--- src/rtl/arenc_pkg.sv ---
// Package for the arithmetic encoder: sizes, codes, command and status types.
// Used by every module of the encoder; depends on nothing.
`timescale 1ns / 1ps

package arenc_pkg;

  localparam int SYMBOLS     = 256;
  localparam int PRECISION   = 32;
  localparam int COUNT_BITS  = 16;
  localparam int PENDING_MAX = 255;
  localparam int MAX_BYTES   = 63;

  localparam int SYM_W     = 9;
  localparam int PEND_W    = 8;
  localparam int RANGE_W   = PRECISION + 1;
  localparam int PROD_W    = RANGE_W + COUNT_BITS;
  localparam int DIV_STEPS = (PROD_W + 1) / 2;
  localparam int NUM_W     = 2 * DIV_STEPS;
  localparam int DIV_CNT_W = $clog2(DIV_STEPS + 1);
  localparam int GUARD_W   = $clog2(PRECISION + 2);
  localparam int OCNT_W    = $clog2(MAX_BYTES + 1);
  localparam int EMIT_W    = PEND_W + 1;

  localparam logic [PRECISION-1:0] HALF    = PRECISION'(1) << (PRECISION - 1);
  localparam logic [PRECISION-1:0] QUARTER = PRECISION'(1) << (PRECISION - 2);
  localparam logic [SYM_W-1:0]     TOT_ADDR = SYM_W'(SYMBOLS);
  localparam logic [PEND_W-1:0]    PEND_SAT = PEND_W'(PENDING_MAX);

  localparam logic [1:0] KIND_LOAD   = 2'd0;
  localparam logic [1:0] KIND_ENCODE = 2'd1;
  localparam logic [1:0] KIND_FINISH = 2'd2;

  localparam logic [1:0] STAT_OK   = 2'd0;
  localparam logic [1:0] STAT_ZERO = 2'd1;
  localparam logic [1:0] STAT_OVF  = 2'd2;

  typedef enum logic [3:0] {
    OP_NONE, OP_LATCH, OP_WRITE, OP_RANGE, OP_MUL, OP_DIV, OP_SAVEQ, OP_UPDATE,
    OP_RESC, OP_PUT, OP_PAD, OP_FINPEND, OP_FINRST, OP_FLUSH, OP_STAT
  } dp_op_e;

  typedef enum logic [1:0] {RD_SYM, RD_SYM1, RD_TOT} rd_sel_e;

  typedef enum logic [1:0] {CAP_NONE, CAP_LO, CAP_HI, CAP_TOT} cap_e;

  typedef struct packed {
    dp_op_e     op;
    rd_sel_e    rd_sel;
    cap_e       cap;
    logic       sel_hi;
    logic       last;
    logic [1:0] stat;
  } cmd_t;

  typedef struct packed {
    logic sym_big;
    logic bad;
    logic div_done;
    logic resc_emit;
    logic resc_mid;
    logic guard_done;
    logic emit_done;
    logic bits_zero;
    logic out_free;
    logic hold_v;
    logic ovf;
  } sts_t;

endpackage

--- src/rtl/arenc_ctrl.sv ---
// Encoder controller: sequences table access, interval narrowing, rescaling,
// bit emission and result delivery. Depends on arenc_pkg.
`timescale 1ns / 1ps

module arenc_ctrl (
  input  logic            clk_i,
  input  logic            rst_ni,
  input  logic            in_valid_i,
  output logic            in_ready_o,
  input  logic [1:0]      kind_i,
  input  arenc_pkg::sts_t sts_i,
  output arenc_pkg::cmd_t cmd_o
);

  localparam logic [4:0] S_IDLE   = 5'd0;
  localparam logic [4:0] S_LOAD   = 5'd1;
  localparam logic [4:0] S_ENC    = 5'd2;
  localparam logic [4:0] S_RDHI   = 5'd3;
  localparam logic [4:0] S_RDTOT  = 5'd4;
  localparam logic [4:0] S_CAPTOT = 5'd5;
  localparam logic [4:0] S_CHECK  = 5'd6;
  localparam logic [4:0] S_MULHI  = 5'd7;
  localparam logic [4:0] S_DIVHI  = 5'd8;
  localparam logic [4:0] S_MULLO  = 5'd9;
  localparam logic [4:0] S_DIVLO  = 5'd10;
  localparam logic [4:0] S_RESC   = 5'd11;
  localparam logic [4:0] S_EMIT   = 5'd12;
  localparam logic [4:0] S_FIN    = 5'd13;
  localparam logic [4:0] S_FEMIT  = 5'd14;
  localparam logic [4:0] S_PAD    = 5'd15;
  localparam logic [4:0] S_END    = 5'd16;
  localparam logic [4:0] S_STAT   = 5'd17;
  localparam logic [4:0] S_BAD    = 5'd18;

  logic [4:0] state_q, state_d;

  assign in_ready_o = state_q == S_IDLE;

  always_comb begin
    state_d       = state_q;
    cmd_o         = '0;
    cmd_o.op      = arenc_pkg::OP_NONE;
    cmd_o.rd_sel  = arenc_pkg::RD_SYM;
    cmd_o.cap     = arenc_pkg::CAP_NONE;
    unique case (state_q)
      S_IDLE: begin
        if (in_valid_i) begin
          cmd_o.op = arenc_pkg::OP_LATCH;
          unique case (kind_i)
            arenc_pkg::KIND_LOAD:   state_d = S_LOAD;
            arenc_pkg::KIND_ENCODE: state_d = S_ENC;
            arenc_pkg::KIND_FINISH: state_d = S_FIN;
            default:                state_d = S_IDLE;
          endcase
        end
      end
      S_LOAD: begin
        cmd_o.op = arenc_pkg::OP_WRITE;
        state_d  = S_IDLE;
      end
      S_ENC: begin
        cmd_o.rd_sel = arenc_pkg::RD_SYM;
        state_d      = sts_i.sym_big ? S_BAD : S_RDHI;
      end
      S_RDHI: begin
        cmd_o.rd_sel = arenc_pkg::RD_SYM1;
        cmd_o.cap    = arenc_pkg::CAP_LO;
        state_d      = S_RDTOT;
      end
      S_RDTOT: begin
        cmd_o.rd_sel = arenc_pkg::RD_TOT;
        cmd_o.cap    = arenc_pkg::CAP_HI;
        state_d      = S_CAPTOT;
      end
      S_CAPTOT: begin
        cmd_o.cap = arenc_pkg::CAP_TOT;
        state_d   = S_CHECK;
      end
      S_CHECK: begin
        if (sts_i.bad) begin
          state_d = S_BAD;
        end else begin
          cmd_o.op = arenc_pkg::OP_RANGE;
          state_d  = S_MULHI;
        end
      end
      S_MULHI: begin
        cmd_o.op     = arenc_pkg::OP_MUL;
        cmd_o.sel_hi = 1'b1;
        state_d      = S_DIVHI;
      end
      S_DIVHI: begin
        if (sts_i.div_done) begin
          cmd_o.op = arenc_pkg::OP_SAVEQ;
          state_d  = S_MULLO;
        end else begin
          cmd_o.op = arenc_pkg::OP_DIV;
        end
      end
      S_MULLO: begin
        cmd_o.op = arenc_pkg::OP_MUL;
        state_d  = S_DIVLO;
      end
      S_DIVLO: begin
        if (sts_i.div_done) begin
          cmd_o.op = arenc_pkg::OP_UPDATE;
          state_d  = S_RESC;
        end else begin
          cmd_o.op = arenc_pkg::OP_DIV;
        end
      end
      S_RESC: begin
        if (sts_i.guard_done || !(sts_i.resc_emit || sts_i.resc_mid)) begin
          state_d = S_END;
        end else begin
          cmd_o.op = arenc_pkg::OP_RESC;
          if (sts_i.resc_emit) state_d = S_EMIT;
        end
      end
      S_EMIT: begin
        if (sts_i.emit_done) state_d = S_RESC;
        else cmd_o.op = arenc_pkg::OP_PUT;
      end
      S_FIN: begin
        cmd_o.op = arenc_pkg::OP_FINPEND;
        state_d  = S_FEMIT;
      end
      S_FEMIT: begin
        if (sts_i.emit_done) state_d = S_PAD;
        else cmd_o.op = arenc_pkg::OP_PUT;
      end
      S_PAD: begin
        if (sts_i.bits_zero) begin
          cmd_o.op = arenc_pkg::OP_FINRST;
          state_d  = S_END;
        end else begin
          cmd_o.op = arenc_pkg::OP_PAD;
        end
      end
      S_END: begin
        if (sts_i.hold_v) begin
          if (sts_i.out_free) begin
            cmd_o.op   = arenc_pkg::OP_FLUSH;
            cmd_o.last = !sts_i.ovf;
            state_d    = sts_i.ovf ? S_STAT : S_IDLE;
          end
        end else begin
          state_d = sts_i.ovf ? S_STAT : S_IDLE;
        end
      end
      S_STAT: begin
        if (sts_i.out_free) begin
          cmd_o.op   = arenc_pkg::OP_STAT;
          cmd_o.stat = arenc_pkg::STAT_OVF;
          state_d    = S_IDLE;
        end
      end
      S_BAD: begin
        if (sts_i.out_free) begin
          cmd_o.op   = arenc_pkg::OP_STAT;
          cmd_o.stat = arenc_pkg::STAT_ZERO;
          state_d    = S_IDLE;
        end
      end
      default: state_d = S_IDLE;
    endcase
  end

  always_ff @(posedge clk_i or negedge rst_ni) begin
    if (!rst_ni) begin
      state_q <= S_IDLE;
    end else begin
      state_q <= state_d;
    end
  end

endmodule

--- config.mk ---
export PLATFORM = sky130hd
export DESIGN_NAME = arenc_ctrl
export DESIGN_NICKNAME = d
export VERILOG_FILES = /design/src/rtl/arenc_pkg.sv /design/src/rtl/arenc_ctrl.sv
export SDC_FILE = /design/constraint.sdc
export NUM_CORES = 1
export LEC_CHECK = 0
export BUFFER_PORTS_ARGS = -buffer_cell sky130_fd_sc_hd__buf_4
export CAP_MARGIN = 10
export CORE_UTILIZATION = 40
export DETAILED_ROUTE_END_ITERATION = 6
export PLACE_DENSITY = 0.64
export SLEW_MARGIN = 20
export SYNTH_ARGS = -nofsm -noshare
export SYNTH_HDL_FRONTEND = slang
export SYNTH_SLANG_ARGS = --single-unit
--- constraint.sdc ---
create_clock -name clk_i -period 4.06 [get_ports clk_i]
set_clock_uncertainty 0.1 [all_clocks]
set_input_delay 0.609 -clock clk_i [delete_from_list [all_inputs] [get_ports clk_i]]
set_output_delay 0.609 -clock clk_i [all_outputs]
set_load 0.02 [all_outputs]
==> results of run 1 <==
==> stage by stage <==
step                utilization  total power, mW  worst slack [ps]  cells  hold slack (ps)
finish                   0.5364           0.7322              1171    159            57.80
detailed placement       0.5230           0.6739              1448    155            311.3
global placement         0.5230           0.6710              1454    155            310.9
CTS                      0.5364           0.7334              1200    159            54.45
global route             0.5364           0.7964              1047    159            48.64
floorplan                     -           0.5408              1596    111            213.4
==> critical path: cells and delay by family (launching register included) <==
| family | cells | cell delay (ps) |
|---|---|---|
| buf+inv | 1 | 170 |
| simple gates | 2 | 820 |
| flops | 1 | 820 |
| compound gates | 1 | 130 |
==> Yosys cell counts (all sizes together), types with 2 or more instances <==
cell	count	area (sq um)
or4b	2	23.77
nor4b	2	17.52
clkbuf	8	30.03
nand2b	5	31.28
or3	3	18.77
or4	3	26.27
a21oi	5	25.02
or2	2	12.51
buf	3	20.01
o2111ai	3	26.28
or4bb	2	22.52
inv	3	11.26
o21ai	4	23.77
a21o	2	15.01
o211ai	4	30.03
dfrtp	5	125.1
a31oi	3	18.77
nand3	3	15.01
o21bai	3	22.52
nor3	3	15.01
nand2	3	11.26
nor2b	4	25.02
mux2	3	33.78
nor2	11	41.29
o32a	2	20.02
==> final timing paths <==
check	slack [ps]	from	end	depth (start not counted)
min in group clk_i	670	sts_i[2]	state_q[4]$_DFFE_PN0P_	4
max in group asynchronous	3690	rst_ni	state_q[1]$_DFFE_PN0P_	1
worst max-delay path	1170	state_q[2]$_DFFE_PN0P_	cmd_o[9]	4
worst min register to register	920	state_q[1]$_DFFE_PN0P_	state_q[4]$_DFFE_PN0P_	2
worst min-delay path	60	rst_ni	state_q[4]$_DFFE_PN0P_	1
worst max register to register	1590	state_q[0]$_DFFE_PN0P_	state_q[3]$_DFFE_PN0P_	4
==> cell usage in the layout (no fill, tap or decap), types with 2 or more instances in the layout <==
cell type,instances
o21ai_0,3
buf_4,28
inv_1,3
a21oi_1,5
nand2_1,3
o21bai_1,3
or4_1,2
nor2_1,11
o32a_1,2
dfrtp_1,5
nor3_1,3
or2_2,2
a21o_1,2
or4bb_1,2
nand2b_1,5
mux2_2,3
nor2b_1,4
a31oi_1,3
clkbuf_4,3
nor4b_1,2
o2111ai_1,3
nand3_1,3
or3_1,3
o211ai_1,4
==> layout make-up <==
class | instances | area, sq um | area share
Clock buffer | 4 | 26.28 | 0.02497
Sequential cell | 5 | 125.1 | 0.1189
Tap cell | 27 | 33.78 | 0.03210
Timing Repair Buffer | 28 | 210.2 | 0.1998
Inverter | 3 | 11.26 | 0.01070
Multi-Input combinational cell | 92 | 645.6 | 0.6136
==> kinds of logic after synthesis <==
kind of cell,share of synthesized area
and+or+nand+nor,0.4150
muxes,0.05263
xor gates and xnor gates,0.02106
AOI/OAI and AO/OA,0.2872
buffers and inverters,0.07367
DFF,0.1504
==> metal layers <==
metal / vias up / part of all wire
met3: 0 / 0.038
met4: 0 / 0
met5: - / 0
li1: 477 / -
met1: 429 / 0.47
met2: 25 / 0.49
==> report_power, final <==
group / internal (mW) / switching (mW) / leakage, nW
Clock: 0.0371 / 0.0190 / 0.0150
Sequential: 0.0705 / 0.120 / 0.0632
Combinational: 0.247 / 0.239 / 0.347
Total: 0.354 / 0.378 / 0.425
==> metrics.cfg, run 1 <==
[clock_network]
cts_resized=0
clock_latency_ps=240
post-cts-setup-buffers=0
htreeDepth=1
cts_tree=done
path_clk_slew_ps=50
cts_made_buffers=3
cts_root_buf=clkbuf_4
hold_buffers=0
cts_sinks=5
cts_buffer_depth=2

[timing]
rsz0062_at_grt=false
relSlewSlack=0.4972
max_freq_ghz=0.3461
finalMaxSlewViolations=0
worstMarginPinSlew_ps=754.2
finalHoldViolCount=0
period_needed_ps=2889
fin_crit_sh=0.7116
setup_tns_ps=0
setup_viol=0

[global_route]
grt_antenna_before_repair=0
track_usage=0.2208
use_met2=0.3699
grt.overflow.total=0
busiest_layer=met2
grt_util_met3=0.04528
grtUsageMet1=0.3129
grt_pass1_vias=750
grt_max_degree=27
grt_pass1_wl_microns=3539

[logic_synthesis]
ys_ff_latch=5
yosysWarnings=0
avgSynthCellArea_sq_um=7.496
syn_nets=127
synth_edf_count=0
yosysSeqAreaShare=0.1504
syn_area_sq_um=832.0
ys_types=50
synth_ff_type=dfrtp_1
syn_inst=111
synthArstFlopShare=1.000

[drt]
via_per_inst=5.855
drtPass1Iterations=4
route.detailed.wl_per_inst_microns=14.92
routed_wl_microns=2372
via_count=931
drtIter0Drc=19
drc=0
ant_nets=0

[finish]
largest_reg_flops=5
area_growth_pct=26.47
nNetsFinal=149
drive_gt1_frac=0.3258
final_area_sq_um=1052
antenna_cells=0
regMostFlops=state_q
reg.largest.list=state_q (5)
fillCellCount=217

[floorplanning]
core_sq_um=1962
die_area_sq_um=2267
die_w_microns=47.61
rows=16
ios=29
start_util=0.4241
dieHeight_microns=47.61

[setup_path]
crit_type=flip-flop to primary output
endpoint_kind=primary output
crit_chain=nand2b_1, or4_1, o211ai_1, buf_4
critPathMaxFanout=26
critPathSlowestCell=dfrtp_1
cp.arrival_ps=2180
start_kind=flip-flop
slowest_delay_ps=820
cp_data_required_time_ps=3350

[placed_design]
dp_hpwl_microns=1761
gp_congestion=0.9365
placed_area_sq_um=1026
place.port_buffers=28

[flow_run]
cap_viol_max_count=0

[worst_hold_path]
hold_path.class=primary input to asynchronous set/reset pin

[status]
status=finished clean

[power_and_ir_drop]
powerDensity_nw_per_um2=695.8
irDropWorstVdd_mv=0.4451
leakage_nw=0.4253

No activity file was read; power rests on OpenSTA's default activity.
==> run 2: changes to the inputs <==
--- a/config.mk
+++ b/config.mk
@@ -9,7 +9,7 @@
 export CAP_MARGIN = 10
 export CORE_UTILIZATION = 40
 export DETAILED_ROUTE_END_ITERATION = 6
-export PLACE_DENSITY = 0.64
+export PLACE_DENSITY = 0.67
 export SLEW_MARGIN = 20
 export SYNTH_ARGS = -nofsm -noshare
 export SYNTH_HDL_FRONTEND = slang
==> constraint.sdc (replaced) <==
create_clock -name clk_i -period 2.32 [get_ports clk_i]
set_clock_uncertainty 0.1 [all_clocks]
set_input_delay 0.348 -clock clk_i [delete_from_list [all_inputs] [get_ports clk_i]]
set_output_delay 0.348 -clock clk_i [all_outputs]
set_load 0.02 [all_outputs]
==> run 2 against run 1 <==
Against the previous run: die area unchanged; global-route usage grew 3.0 points; sequential share of layout area fell by 0.68 points; flip-flop and latch count unchanged; clock power rose by 75%; non-clock buffer count grew 13; sequential power is 9.9% higher; hold slack improved by 290 ps.
==> metrics.cfg, run 2 (synthesis results as in run 1) <==
[finish]
antenna_cells=0  ; unchanged
fin_cells=172  ; +8.2%
final_cell_mix=buf_4 (40), nor2_1 (11), nand2b_1 (5), dfrtp_2 (5)
final_common_cell=buf_4
nNetsFinal=162  ; +8.7%
reg.largest.list=state_q (5)
area_growth_pct=40.90
fillCellCount=195  ; -10%
regMostFlops=state_q
drive_gt1_frac=0.4276  ; +0.1018
largest_reg_flops=5  ; unchanged

[clock_network]
cts_made_buffers=3  ; unchanged
cts_sinks=5  ; unchanged
path_clk_slew_ps=40  ; about the same
cts_tree=done
cts_buffer_depth=2  ; unchanged
htreeDepth=1  ; unchanged
clock_latency_ps=240  ; about the same
cts_root_buf=clkbuf_4

[global_route]
grt.overflow.total=0  ; unchanged
grt_antenna_before_repair=0  ; unchanged
grt_pass1_vias=926  ; +23%
track_usage=0.2506  ; +0.02982
grt_pass1_wl_microns=4036  ; +14%
grt_max_degree=19  ; -30%

[drt]
drc=0  ; unchanged
ant_nets=0  ; unchanged
routed_wl_microns=2626  ; +11%
drtPass1Iterations=4  ; unchanged
via_per_inst=5.860  ; about the same
via_count=1008  ; +8.3%
drtIter0Drc=16  ; -3
route.detailed.wl_per_inst_microns=15.27  ; +2.3%

[placed_design]
dp_hpwl_microns=2041  ; +16%
place_ws_ps=202.9  ; -1246 ps
dp_cells=163  ; +5.2%
place.port_buffers=28  ; unchanged
gp_congestion=0.8745  ; -6.6%

[floorplanning]
start_util=0.4241  ; unchanged
die_area_sq_um=2267  ; unchanged
ios=29  ; unchanged
core_sq_um=1962  ; unchanged
rows=16  ; unchanged
dieHeight_microns=47.61  ; unchanged
die_w_microns=47.61  ; unchanged

[timing]
relSlewSlack=0.7203  ; +0.2230
rsz0062_at_grt=false
period_needed_ps=2233
fin_crit_sh=0.9627
setup_tns_ps=0  ; unchanged
setup_viol=0  ; unchanged
finalHoldViolCount=0  ; unchanged
whs_ps=346.4  ; +288.6 ps
finalMaxSlewViolations=0  ; unchanged
max_freq_ghz=0.4477
worstMarginPinSlew_ps=418.7  ; -335.5 ps
postLayoutSetupSlackWorst_ps=86.59  ; -1084 ps

[setup_path]
endpoint_kind=primary output
cp.arrival_ps=1790  ; -390 ps
start_kind=flip-flop
worstSetupStartpoint=state_q[2]$_DFFE_PN0P_
r2r-start=state_q[0]$_DFFE_PN0P_
critPathMaxFanout=16  ; -38%
cp_data_required_time_ps=1870  ; -1480 ps
crit_type=flip-flop to primary output

[flow_run]
cap_viol_max_count=0  ; unchanged

[power_and_ir_drop]
leakage_nw=0.4864  ; +14%
irDropWorstVdd_mv=0.6651  ; +49%
powerDensity_nw_per_um2=1245  ; +79%
totalPowerFinal_mw=1.460  ; +99%

[worst_hold_path]
hold_path.class=primary input to asynchronous set/reset pin

[status]
status=finished clean

run 2: timing repair:
item / in CTS / in global routing
resized for setup: 3 / 6
pin swaps: 0 / 2
setup endpoints to repair: 2 / 2
hold endpoints to repair: 5 / 0
hold buffers: 1 / 0
setup buffers: 3 / 1
run 2: stage by stage:
stage	util	area (sq um)
2_1_floorplan	-	832.0
3_3_place_gp	0.5536	1086
3_5_place_dp	0.5536	1086
4_1_cts	0.5855	1149
5_1_grt	0.5976	1172
6_report	0.5976	1172
run 2: final timing paths:
kind | to | slack, ps | cells past startpoint
max | cmd_o[9] | 90 | 5
min | state_q[0]$_DFFE_PN0P_ | 350 | 2
max reg2reg | state_q[1]$_DFFE_PN0P_ | 200 | 5
min reg2reg | state_q[1]$_DFFE_PN0P_ | 550 | 1
max in group asynchronous | state_q[1]$_DFFE_PN0P_ | 1650 | 2
min in group clk_i | state_q[2]$_DFFE_PN0P_ | 430 | 3
run 2: cell type report:
cell class,count,area (sq um),share of cell area
multi-input cells,92,659.4,0.5624
repair buffers,41,310.3,0.2647
flip-flops and latches,5,131.4,0.1121
well taps,27,33.78,0.02882
clock buffers,4,26.28,0.02241
inverters,3,11.26,0.009605
run 2: metal layers:
metal	vias to the layer above	global-route usage	part of all wire
li1	497	-	-
met1	471	0.3318	0.45
met2	38	0.4521	0.50
met3	2	0.02264	0.046
met4	0	0.03333	0.0023
met5	-	0	0
run 2: report_power, final:
| group | internal (mW) | total (mW) | switching (mW) |
|---|---|---|---|
| sequential | 0.135 | 0.210 | 0.0750 |
| combinational | 0.559 | 1.15 | 0.593 |
| clock | 0.0649 | 0.0982 | 0.0333 |
run 2: critical path, stage by stage (launching register included):
cell and delay (ps):
dfrtp_2 480, buf_4 220, nor3b_1 380, a32oi_1 100, o211ai_1 200, buf_4 170
